==> config.mk <==
export PLATFORM = sky130hd
export DESIGN_NAME = two_level_queue_with_promote
export DESIGN_NICKNAME = d
export VERILOG_FILES = /design/src/rtl/tlqp_pkg.sv /design/src/rtl/tlqp_cell.sv /design/src/rtl/tlqp_row.sv /design/src/rtl/two_level_queue_with_promote.sv
export SDC_FILE = /design/constraint.sdc
export NUM_CORES = 2
export LEC_CHECK = 0
export BUFFER_PORTS_ARGS = -buffer_cell sky130_fd_sc_hd__buf_2
export CORE_MARGIN = 10
export CORE_UTILIZATION = 24
export CTS_CLUSTER_DIAMETER = 60
export DETAILED_ROUTE_END_ITERATION = 7
export PLACE_DENSITY = 0.49
export SLEW_MARGIN = 15
export SYNTH_ARGS = -nofsm -noshare
export SYNTH_HDL_FRONTEND = slang
export SYNTH_SLANG_ARGS = --single-unit
==> constraint.sdc <==
create_clock -name aclk -period 5.3 [get_ports aclk]
set_input_delay 0 -clock aclk [delete_from_list [all_inputs] [get_ports aclk]]
set_output_delay 0 -clock aclk [all_outputs]
set_load 0.01 [all_outputs]
==> src/rtl/tlqp_pkg.sv <==
// Shared types and constants for the two-level queue with promotion.
// Used by tlqp_cell, tlqp_row and two_level_queue_with_promote; no dependencies.
package tlqp_pkg;

    localparam int ID_W          = 14;
    localparam int TAG_W         = 16;
    localparam int OP_W          = 2;
    localparam int STATUS_W      = 4;
    localparam int DATA_W        = 32;
    localparam int QUEUE_DEPTH_DEF = 16;

    // Operation codes carried on s_tuser
    typedef enum logic [OP_W-1:0] {
        OP_REQUEST = 2'd0,
        OP_GRANT   = 2'd1,
        OP_PROMOTE = 2'd2,
        OP_DRAIN   = 2'd3
    } op_t;

    // Result status codes carried on m_tuser
    typedef enum logic [STATUS_W-1:0] {
        STAT_ACCEPTED    = 4'd0,
        STAT_FULL        = 4'd1,
        STAT_GRANT_URG   = 4'd2,
        STAT_GRANT_NORM  = 4'd3,
        STAT_NONE        = 4'd4,
        STAT_PROMOTED    = 4'd5,
        STAT_NOT_FOUND   = 4'd6,
        STAT_DRAIN_URG   = 4'd7,
        STAT_DRAIN_NORM  = 4'd8,
        STAT_DRAIN_EMPTY = 4'd9
    } status_t;

    // Controller states
    typedef enum logic [1:0] {
        ST_IDLE  = 2'd0,
        ST_EXEC  = 2'd1,
        ST_DRAIN = 2'd2
    } state_t;

    // One queue entry
    typedef struct packed {
        logic [TAG_W-1:0] tag;
        logic [ID_W-1:0]  id;
    } entry_t;

    // Command from the controller to one queue row
    typedef struct packed {
        logic append;
        logic pop;
        logic remove;
    } row_cmd_t;

    // Per-cell control from the row
    typedef struct packed {
        logic occupied;
        logic load;
        logic pop;
        logic remove;
    } cell_ctl_t;

endpackage

==> src/rtl/tlqp_cell.sv <==
// One storage cell of a queue row: holds an entry, compares it to the key
// and takes its neighbor's entry when the row closes a gap. Uses tlqp_pkg.
module tlqp_cell (
    input  logic                       aclk,
    input  tlqp_pkg::cell_ctl_t        ctl,
    input  logic [tlqp_pkg::ID_W-1:0]  key,
    input  tlqp_pkg::entry_t           new_entry,
    input  tlqp_pkg::entry_t           nbr_entry,
    input  logic                       found_in,
    output tlqp_pkg::entry_t           entry,
    output logic                       found_out,
    output logic                       first_hit
);
    import tlqp_pkg::*;

    entry_t entry_reg;
    entry_t entry_next;
    logic   hit;

    // Compare the held id against the key; pass the match chain on
    assign hit       = ctl.occupied && (entry_reg.id == key);
    assign found_out = found_in || hit;
    assign first_hit = hit && !found_in;

    // Load a new entry, take the neighbor's entry, or hold
    always_comb begin
        entry_next = entry_reg;
        if (ctl.load) begin
            entry_next = new_entry;
        end else if (ctl.pop || (ctl.remove && found_out)) begin
            entry_next = nbr_entry;
        end
    end

    always_ff @(posedge aclk) begin
        entry_reg <= entry_next;
    end

    assign entry = entry_reg;

endmodule

==> src/rtl/tlqp_row.sv <==
// One FIFO built as a row of tlqp_cell instances plus its fill count;
// supports append, pop of the head and removal of the first key match.
// Uses tlqp_pkg and tlqp_cell.
module tlqp_row #(
    parameter int DEPTH = tlqp_pkg::QUEUE_DEPTH_DEF
) (
    input  logic                       aclk,
    input  logic                       aresetn,
    input  tlqp_pkg::row_cmd_t         cmd,
    input  logic [tlqp_pkg::ID_W-1:0]  key,
    input  tlqp_pkg::entry_t           new_entry,
    output tlqp_pkg::entry_t           head,
    output logic [$clog2(DEPTH+1)-1:0] count,
    output logic                       empty,
    output logic                       full,
    output logic                       found,
    output logic [tlqp_pkg::TAG_W-1:0] match_tag
);
    import tlqp_pkg::*;

    localparam int CNT_W = $clog2(DEPTH + 1);

    logic [CNT_W-1:0] count_reg;
    logic [CNT_W-1:0] count_next;
    entry_t           entries [DEPTH];
    entry_t           nbr     [DEPTH];
    logic [DEPTH:0]   found_chain;
    logic [DEPTH-1:0] first_hit;
    cell_ctl_t        ctl     [DEPTH];

    assign found_chain[0] = 1'b0;

    // Build the row; the tail cell takes nothing from beyond the end
    for (genvar i = 0; i < DEPTH; i++) begin : g_cell
        if (i == DEPTH - 1) begin : g_tail
            assign nbr[i] = '0;
        end else begin : g_body
            assign nbr[i] = entries[i+1];
        end

        assign ctl[i].occupied = CNT_W'(i) < count_reg;
        assign ctl[i].load     = cmd.append && !full && (count_reg == CNT_W'(i));
        assign ctl[i].pop      = cmd.pop;
        assign ctl[i].remove   = cmd.remove;

        tlqp_cell u_cell (
            .aclk      (aclk),
            .ctl       (ctl[i]),
            .key       (key),
            .new_entry (new_entry),
            .nbr_entry (nbr[i]),
            .found_in  (found_chain[i]),
            .entry     (entries[i]),
            .found_out (found_chain[i+1]),
            .first_hit (first_hit[i])
        );
    end

    // Select the tag of the first matching cell
    always_comb begin
        match_tag = '0;
        for (int i = 0; i < DEPTH; i++) begin
            match_tag = match_tag | (entries[i].tag & {TAG_W{first_hit[i]}});
        end
    end

    assign found = found_chain[DEPTH];
    assign head  = entries[0];
    assign empty = (count_reg == '0);
    assign full  = (count_reg == CNT_W'(DEPTH));
    assign count = count_reg;

    // Advance the fill count
    always_comb begin
        count_next = count_reg;
        if (cmd.append && !full) begin
            count_next = count_reg + 1'b1;
        end else if ((cmd.pop && !empty) || (cmd.remove && found)) begin
            count_next = count_reg - 1'b1;
        end
    end

    always_ff @(posedge aclk) begin
        if (!aresetn) begin
            count_reg <= '0;
        end else begin
            count_reg <= count_next;
        end
    end

endmodule

==> src/rtl/two_level_queue_with_promote.sv <==
// Top level of the two-level queue with promotion: controller, two cell rows
// and the result register. Uses tlqp_pkg and tlqp_row.
//
//  channel  ports                    payload
//  input    s_tvalid/s_tready        s_tuser: op; s_tdata: flight_id, origin_tag
//  result   m_tvalid/m_tready        m_tuser: status; m_tdata: out_flight,
//                                    out_origin; m_tlast: last
//
// An item is transferred in, then executed: the rows compare, shift and
// append in parallel across all cells.
// A drain returns one result per cycle, one for each entry held, while the
// result register is free; each result comes from the head of a row.
// The result register lets the next item transfer in while a result waits;
// an item waits in execution only until that register is free.
// aresetn (synchronous) empties both queues; no clearing pass is needed.
module two_level_queue_with_promote #(
    parameter int QUEUE_DEPTH = tlqp_pkg::QUEUE_DEPTH_DEF
) (
    input  logic                           aclk,
    input  logic                           aresetn,
    input  logic                           s_tvalid,
    output logic                           s_tready,
    // [13:0] flight_id, [29:14] origin_tag, [31:30] zero
    input  logic [tlqp_pkg::DATA_W-1:0]    s_tdata,
    // [1:0] op
    input  logic [tlqp_pkg::OP_W-1:0]      s_tuser,
    output logic                           m_tvalid,
    input  logic                           m_tready,
    // [13:0] out_flight, [29:14] out_origin, [31:30] zero
    output logic [tlqp_pkg::DATA_W-1:0]    m_tdata,
    // [3:0] status
    output logic [tlqp_pkg::STATUS_W-1:0]  m_tuser,
    output logic                           m_tlast
);
    import tlqp_pkg::*;

    localparam int CNT_W = $clog2(QUEUE_DEPTH + 1);

    state_t            state_reg;
    state_t            state_next;
    op_t               op_reg;
    logic [ID_W-1:0]   id_reg;
    logic [TAG_W-1:0]  tag_reg;

    logic              m_valid_reg;
    status_t           status_reg;
    logic [ID_W-1:0]   flight_reg;
    logic [TAG_W-1:0]  origin_reg;
    logic              last_reg;

    logic              out_free;
    logic              out_load;
    status_t           out_status;
    logic [ID_W-1:0]   out_flight;
    logic [TAG_W-1:0]  out_origin;
    logic              out_last;

    row_cmd_t          u_cmd;
    row_cmd_t          n_cmd;
    entry_t            u_new;
    entry_t            n_new;
    entry_t            u_head;
    entry_t            n_head;
    logic [CNT_W-1:0]  u_count;
    logic [CNT_W-1:0]  n_count;
    logic              u_empty;
    logic              u_full;
    logic              n_empty;
    logic              n_full;
    logic              n_found;
    logic [TAG_W-1:0]  n_match_tag;
    logic [CNT_W:0]    total;
    logic              drain_last;

    assign s_tready = (state_reg == ST_IDLE);
    assign out_free = !m_valid_reg || m_tready;

    // Capture the accepted item
    always_ff @(posedge aclk) begin
        if (s_tvalid && s_tready) begin
            op_reg  <= op_t'(s_tuser);
            id_reg  <= s_tdata[ID_W-1:0];
            tag_reg <= s_tdata[ID_W+TAG_W-1:ID_W];
        end
    end

    assign n_new      = '{tag: tag_reg, id: id_reg};
    assign u_new      = '{tag: n_match_tag, id: id_reg};
    assign total      = {1'b0, u_count} + {1'b0, n_count};
    assign drain_last = (total == (CNT_W+1)'(1));

    tlqp_row #(.DEPTH(QUEUE_DEPTH)) u_urgent (
        .aclk      (aclk),
        .aresetn   (aresetn),
        .cmd       (u_cmd),
        .key       (id_reg),
        .new_entry (u_new),
        .head      (u_head),
        .count     (u_count),
        .empty     (u_empty),
        .full      (u_full),
        .found     (),
        .match_tag ()
    );

    tlqp_row #(.DEPTH(QUEUE_DEPTH)) u_normal (
        .aclk      (aclk),
        .aresetn   (aresetn),
        .cmd       (n_cmd),
        .key       (id_reg),
        .new_entry (n_new),
        .head      (n_head),
        .count     (n_count),
        .empty     (n_empty),
        .full      (n_full),
        .found     (n_found),
        .match_tag (n_match_tag)
    );

    // Next state
    always_comb begin
        state_next = state_reg;
        case (state_reg)
            ST_IDLE: begin
                if (s_tvalid) begin
                    state_next = ST_EXEC;
                end
            end
            ST_EXEC: begin
                if (out_free) begin
                    if (op_reg == OP_DRAIN && !(u_empty && n_empty)) begin
                        state_next = ST_DRAIN;
                    end else begin
                        state_next = ST_IDLE;
                    end
                end
            end
            ST_DRAIN: begin
                if (out_free && drain_last) begin
                    state_next = ST_IDLE;
                end
            end
            default: state_next = ST_IDLE;
        endcase
    end

    // Row commands and result fields
    always_comb begin
        out_load   = 1'b0;
        out_status = STAT_ACCEPTED;
        out_flight = '0;
        out_origin = '0;
        out_last   = 1'b1;
        u_cmd      = '0;
        n_cmd      = '0;
        case (state_reg)
            ST_EXEC: begin
                if (out_free) begin
                    out_load = 1'b1;
                    case (op_reg)
                        OP_REQUEST: begin
                            if (n_full) begin
                                out_status = STAT_FULL;
                            end else begin
                                n_cmd.append = 1'b1;
                            end
                        end
                        OP_GRANT: begin
                            if (!u_empty) begin
                                out_status = STAT_GRANT_URG;
                                out_flight = u_head.id;
                                out_origin = u_head.tag;
                                u_cmd.pop  = 1'b1;
                            end else if (!n_empty) begin
                                out_status = STAT_GRANT_NORM;
                                out_flight = n_head.id;
                                out_origin = n_head.tag;
                                n_cmd.pop  = 1'b1;
                            end else begin
                                out_status = STAT_NONE;
                            end
                        end
                        OP_PROMOTE: begin
                            if (!n_found) begin
                                out_status = STAT_NOT_FOUND;
                            end else if (u_full) begin
                                out_status = STAT_FULL;
                            end else begin
                                out_status   = STAT_PROMOTED;
                                n_cmd.remove = 1'b1;
                                u_cmd.append = 1'b1;
                            end
                        end
                        OP_DRAIN: begin
                            if (u_empty && n_empty) begin
                                out_status = STAT_DRAIN_EMPTY;
                            end else begin
                                out_load = 1'b0;
                            end
                        end
                        default: out_load = 1'b0;
                    endcase
                end
            end
            ST_DRAIN: begin
                if (out_free) begin
                    out_load = 1'b1;
                    out_last = drain_last;
                    if (!u_empty) begin
                        out_status = STAT_DRAIN_URG;
                        out_flight = u_head.id;
                        out_origin = u_head.tag;
                        u_cmd.pop  = 1'b1;
                    end else begin
                        out_status = STAT_DRAIN_NORM;
                        out_flight = n_head.id;
                        out_origin = n_head.tag;
                        n_cmd.pop  = 1'b1;
                    end
                end
            end
            default: begin
                out_load = 1'b0;
            end
        endcase
    end

    always_ff @(posedge aclk) begin
        if (!aresetn) begin
            state_reg <= ST_IDLE;
        end else begin
            state_reg <= state_next;
        end
    end

    // Result register: load a new result, or drop the one just transferred
    always_ff @(posedge aclk) begin
        if (!aresetn) begin
            m_valid_reg <= 1'b0;
        end else if (out_load) begin
            m_valid_reg <= 1'b1;
        end else if (m_tready) begin
            m_valid_reg <= 1'b0;
        end
    end

    always_ff @(posedge aclk) begin
        if (out_load) begin
            status_reg <= out_status;
            flight_reg <= out_flight;
            origin_reg <= out_origin;
            last_reg   <= out_last;
        end
    end

    assign m_tvalid = m_valid_reg;
    assign m_tuser  = status_reg;
    assign m_tdata  = {{(DATA_W-ID_W-TAG_W){1'b0}}, origin_reg, flight_reg};
    assign m_tlast  = last_reg;

`ifndef SYNTHESIS
    a_count_range: assert property (@(posedge aclk) disable iff (!aresetn)
        (u_count <= CNT_W'(QUEUE_DEPTH)) && (n_count <= CNT_W'(QUEUE_DEPTH)))
        else $error("queue fill count beyond depth");

    a_one_item: assert property (@(posedge aclk) disable iff (!aresetn)
        (s_tvalid && s_tready) |=> !s_tready)
        else $error("second item taken while one is in execution");

    a_empty_last: assert property (@(posedge aclk) disable iff (!aresetn)
        (m_tvalid && m_tuser == STAT_DRAIN_EMPTY) |-> m_tlast)
        else $error("empty drain result without last");

    a_drain_done: assert property (@(posedge aclk) disable iff (!aresetn)
        (m_tvalid && m_tready && m_tlast &&
         (m_tuser == STAT_DRAIN_URG || m_tuser == STAT_DRAIN_NORM))
        |-> (u_count == '0 && n_count == '0))
        else $error("queues not empty after final drain transfer");
`endif

endmodule

; ---- After elaboration in Yosys (flattened, before gate mapping)
; Index checks and enable logic that the tools add are counted.
[word_totals]
ff_bits = 1040
out_inout_bits = 39
wordCells = 491
[op_classes]
n_addsub = 5
order_cmp = 16
n_eq_ne = 57
n_mux = 125
bitwise_logic = 31
reduce_logical = 182
[ops]
columns = operator, n
row1 = two-way mux 30 bit, 64
row2 = bitwise AND 16 bit, 16
row3 = bitwise OR 16 bit, 15
row4 = equality test 14 bit, 16
row5 = two-way mux 16 bit, 6
row6 = logical AND 1 bit, 87
row7 = two-way mux 14 bit, 6
row8 = equality test 5 x 4 -> 1 bit (second input constant), 16
row9 = nonzero test 2 bit, 35
row10 = equality test 5 x 3 -> 1 bit (second input constant), 8
row11 = less-than comparator 4 x 5 -> 1 bit (first input constant), 8
row12 = logical OR 1 bit, 33
row13 = case mux 16 bit (2 select lines), 1
row14 = case mux 14 bit (2 select lines), 1
row15 = two-way mux 1 bit, 23
row16 = logical NOT 1 bit, 21
row17 = equality test 5 x 2 -> 1 bit (second input constant), 4
row18 = less-than comparator 3 x 5 -> 1 bit (first input constant), 4
row19 = two-way mux 4 bit, 5
row20 = two-way mux 5 bit, 4
row21 = case mux 4 bit (4 select lines), 1
row22 = two-way mux 3 bit, 4
row23 = adder 5 x 1 -> 5 bit (second input constant), 2
row24 = equality test 5 x 1 -> 1 bit (second input constant), 2
row25 = other kinds (17), 34

; ---- Depth between registers and ports, before layout
[logic_depth]
word_depth = 25
mapped_depth = 14
ltp_nobuf = 11

; ---- Cells and area by module
; From an unflattened synthesis, not the netlist that was laid out.
[hier_totals]
cells_unflattened = 3580
area_unflattened_um2 = 53276.1
[modules_own_cells]
columns = module, n_inst, cells_each, area_each_um2
row1 = tlqp_cell, 32, 88, 1440.1
row2 = tlqp_row, 2, 290, 2118.3
row3 = two_level_queue_with_promote, 1, 184, 2955.3

; ---- Worst setup path after synthesis
; OpenSTA, ideal clock, no wires.
[synth_timing]
path_kind = reg2reg
startpoint = reg id_reg[9]
endpoint = reg u_normal.g_cell[13].u_cell.entry_reg (netlist bit u_normal.g_cell[13].u_cell.entry[0]) (enable)
setup_ps = 459
arrival_time_ps = 4779
required_ps = 4841
slack_ps = 62
stages_incl_launch_ff = 11
n_path_buf = 3
synth_period_minus_slack_ps = 5238
cell_sequence = edfxtp_1 buf_4 buf_2 xor2_1 or4b_2 nor4_4 nand2b_1 nor4_4 buf_4 nor2b_1 o21ai_0
[synth_between]
elab_chain_len = 24
elab_cells_between_ends = 54
classes_between = eq/ne (16) / mux (4) / reduce/logical (34)
[synth_rtl]
columns = item, line
row1 = "start, declared", two_level_queue_with_promote.sv:42  ; logic [ID_W-1:0] id_reg;
row2 = "start signal, assigned", two_level_queue_with_promote.sv:82  ; id_reg <= s_tdata[ID_W-1:0];
row3 = equality test 14 bit, tlqp_cell.sv:21  ; assign hit = ctl.occupied && (entry_reg.id == key);
row4 = logical AND 1 bit, tlqp_cell.sv:21
row5 = logical OR 1 bit (15 in a row), tlqp_cell.sv:22  ; assign found_out = found_in || hit;
row6 = two-way mux 1 bit, two_level_queue_with_promote.sv:184  ; if (!n_found) begin
row7 = two-way mux 1 bit, two_level_queue_with_promote.sv:160  ; case (op_reg)
row8 = two-way mux 3 bit, two_level_queue_with_promote.sv:158  ; if (out_free) begin
row9 = two-way mux 1 bit, two_level_queue_with_promote.sv:156  ; case (state_reg)
row10 = logical AND 1 bit (*), tlqp_cell.sv:30  ; end else if (ctl.pop || (ctl.remove && found_out)) begin
row11 = logical OR 1 bit (*), tlqp_cell.sv:30
row12 = nonzero test 2 bit (no line) (*), -
row13 = "end signal, assigned", tlqp_cell.sv:36  ; entry_reg <= entry_next;
row14 = "end, declared", tlqp_cell.sv:16  ; entry_t entry_reg;
; Every way passes the cells marked *; elsewhere a longest branch is shown, timed or not.
; A chain may end at the register's enable or synchronous reset.

==> flow_summary.toml <==
[outcome]
status = "finished, final reports clean"

[placed_design]
place_ws_ns = 0.5685
placed_cell_area_mm2 = 0.05621
portBuffers = 72
dp_hpwl_mm = 111.6
routabilityCongestion = 0.8712

[route]
m1WireLength_mm = 66.98
wl_per_cell_um = 20.81
ant_nets = 0
initialDrtViolationCount = 2692
dr.pass1.iters = 6
drt-total-wl_mm = 155.7
routed_via_density = 4.664
wl_met3_mm = 6.553
drc = 0
dr.max_layer_used = "met5"
wl_met2_mm = 77.17
via_count = 34896

[yosys]
yosys-top-cells-area = "edfxtp_1, mux2_2, nand2_1"
synth_top_area_cell = "edfxtp_1"
synth_seq_cells = 1040
yosysSeqAreaShare_pct = 60.20
ys_async_sr_fraction_pct = 0
synth_cells = 4404
avgSynthCellArea_um2 = 11.73
yosys_warnings = 0
syn-cell-area_mm2 = 0.05166
synth_ff_type = "edfxtp_1"
synth_top_cell_area_share_pct = 59.70
synth_edf_count = 1027
yosysUniqueCellTypes = 81

[critical_path]
cp.required_ns = 5.77
slowest_delay_ns = 0.97
crit_chain = "buf_4, xnor2_1, nand4b_1, nor4_2, buf_4, or4b_1, nor4_4, a22o_1, a2111oi_4, a21oi_1"
path_common_cell = "buf_4"
r2r_setup_slack_ns = 0.54
critPathMaxFanout = 15
start_kind = "flip-flop"
critical_path.slowest_cell = "a2111oi_4"
worstPathArrival_ns = 5.23
worstSetupEndpointType = "flip-flop"
timing_worst_setup_path_type = "reg -> reg"

[finish]
multi_input_area_mm2 = 0.01908
syn2layout_area_growth_pct = 18.37
fillers = 22018
final_nets = 4600
design_area_mm2 = 0.06115
n_antenna_cell = 0
regArea_mm2 = 0.03110
final_util_pct = 28.52
drive_gt1_share_pct = 20.99

[die]
die_w_um = 484.0
initial_utilization_pct = 24.09
num_rows = 170
io-pin-count = 77
die_area_mm2 = 0.2342
coreArea_mm2 = 0.2144
die_h_um = 484.0

[sta]
hold_violations = 0
setup_ws_ns = 0.5384
fmax_ghz = 0.2100
tightest_slew_ns = 1.150
max_slew_margin_pct = 23.32
timing.final.crit_period_ns = 4.762
slew_violations = 0
setup_viol = 0
rsz0062_at_grt = "no"
post-route-period-util_pct = 89.84
tns_ns = 0
clock_skew_ns = 0.03800

[power_and_ir_drop]
power.total_uw = 18560
p_sw_share_pct = 22.18
ir_drop_mv = 0.3305
pwr-share-comb_pct = 3.1
powerDensity_mw_per_mm2 = 303.6
p_int_uw = 14440
p_leak_uw = 0.02124
p_switching_uw = 4118
p_clk_share_pct = 47.9
p_seq_share_pct = 49.0

[global_route]
overflow = 0
grt_max_degree = 47
grt.total_usage_pct = 12.82
grt_antenna_before_repair = 3
grt_first_pass_wirelength_mm = 232.5
grt_pass1_vias = 34931

[clock_network]
clk_pin_slew_ns = 0.05
h-tree-depth = 4
cts_sinks = 1040
cts_tree = "yes"
cts_buffers = 133
cts-resized-gates = 0
clock_latency_ns = 0.79
cts_buffer_depth = 3
clock-root-buffer = "clkbuf_16"

[hold_path]
hp-class = "in -> reg"

[run]
cap_violations = 0
cells in the mapped netlist, types with 25 or more instances:
cell type,count
a21oi_1,156
a22oi_1,35
a31oi_1,158
and2_1,38
and3_1,26
buf_1,25
buf_2,75
clkbuf_1,236
edfxtp_1,1027
inv_1,57
mux2_2,406
mux2i_1,32
nand2_1,866
nand3_1,27
nand4_1,80
nor2_1,397
nor3_1,25
nor4_1,52
o2111ai_1,33
o21ai_0,35
xnor2_1,138
xor2_1,89
routing by layer:
metal / global-route usage (%) / up-vias
met4: 4.451 / 2
met5: 0 / -
met2: 22.35 / 890
met1: 16.00 / 17305
met3: 2.051 / 247
li1: - / 16452
layout by cell type (no fill, tap or decap), types with 23 or more instances in the layout:
cell              n
edfxtp_1       1027
nand2_1         866
mux2_2          406
nor2_1          396
buf_4           206
a31oi_1         158
a21oi_1         149
clkbuf_16       140
xnor2_1         138
xor2_1           89
nand4_1          80
buf_2            72
dlygate4sd3_1    67
inv_1            57
nor4_1           44
and2_1           37
a22oi_1          35
o2111ai_1        33
clkinv_1         32
mux2i_1          32
o21ai_0          28
nand3_1          27
and3_1           26
nor3_1           23
critical path: cells and delay by family, from the launching register on:
family / cells / cell delay [ns]
DFF: 1 / 0.81
xor gates and xnor gates: 1 / 0.19
buffers and inverters: 2 / 0.65
AOI/OAI and AO/OA: 3 / 1.40
and+or+nand+nor: 4 / 1.35
kinds of logic after synthesis:
logic type	count (synthesis)	synth area share (%)
simple gates	1662	14.61
flops	1040	60.20
compound gates	588	7.888
mux	438	9.470
buf+inv	428	3.473
xor+xnor	227	3.848
fa+ha+maj	20	0.4989
other cells	1	0.007259
what timing repair did:
action / 4_1_cts / 5_1_grt
hold buffers: 67 / 0
endpoints found under the hold margin: 46 / 0
buffers inserted: 0 / 0
through the flow:
stage,hold WS (ns),cells
after global placement,0.1800,7178
after floorplan,0.09887,4405
after detailed placement,0.1782,7178
final,0.06274,7482
after global routing,0.04547,7482
after CTS,0.006589,7482
worst paths after layout:
path / from / to / depth (start not counted)
setup reg to reg: id_reg[6] / u_urgent.g_cell[5].u_cell.entry[28] / 10
setup / recovery: id_reg[6] / u_urgent.g_cell[5].u_cell.entry[28] / 10
hold / removal: s_tdata[7] / id_reg[7] / 2
hold reg to reg: u_urgent.g_cell[10].u_cell.entry[7] / u_urgent.g_cell[9].u_cell.entry[7] / 2
power by group through the flow:
stage	Combinational [uW]	Sequential (uW)	Clock [uW]
3_3_place_gp	542	9260	0
3_5_place_dp	545	9260	0
6_report	581	9090	8890
2_1_floorplan	348	9180	0
5_1_grt	625	9100	9430
4_1_cts	586	9090	9110
cell type report:
cell class,instances,share of cell area (%)
Sequential cell,1040,50.86
Clock inverter,75,1.109
Multi-Input combinational cell,2937,31.20
Inverter,69,0.4236
Timing Repair Buffer,361,4.739
Clock buffer,162,5.864
Tap cell,2838,5.807
Power figures use the tool's default switching activity.
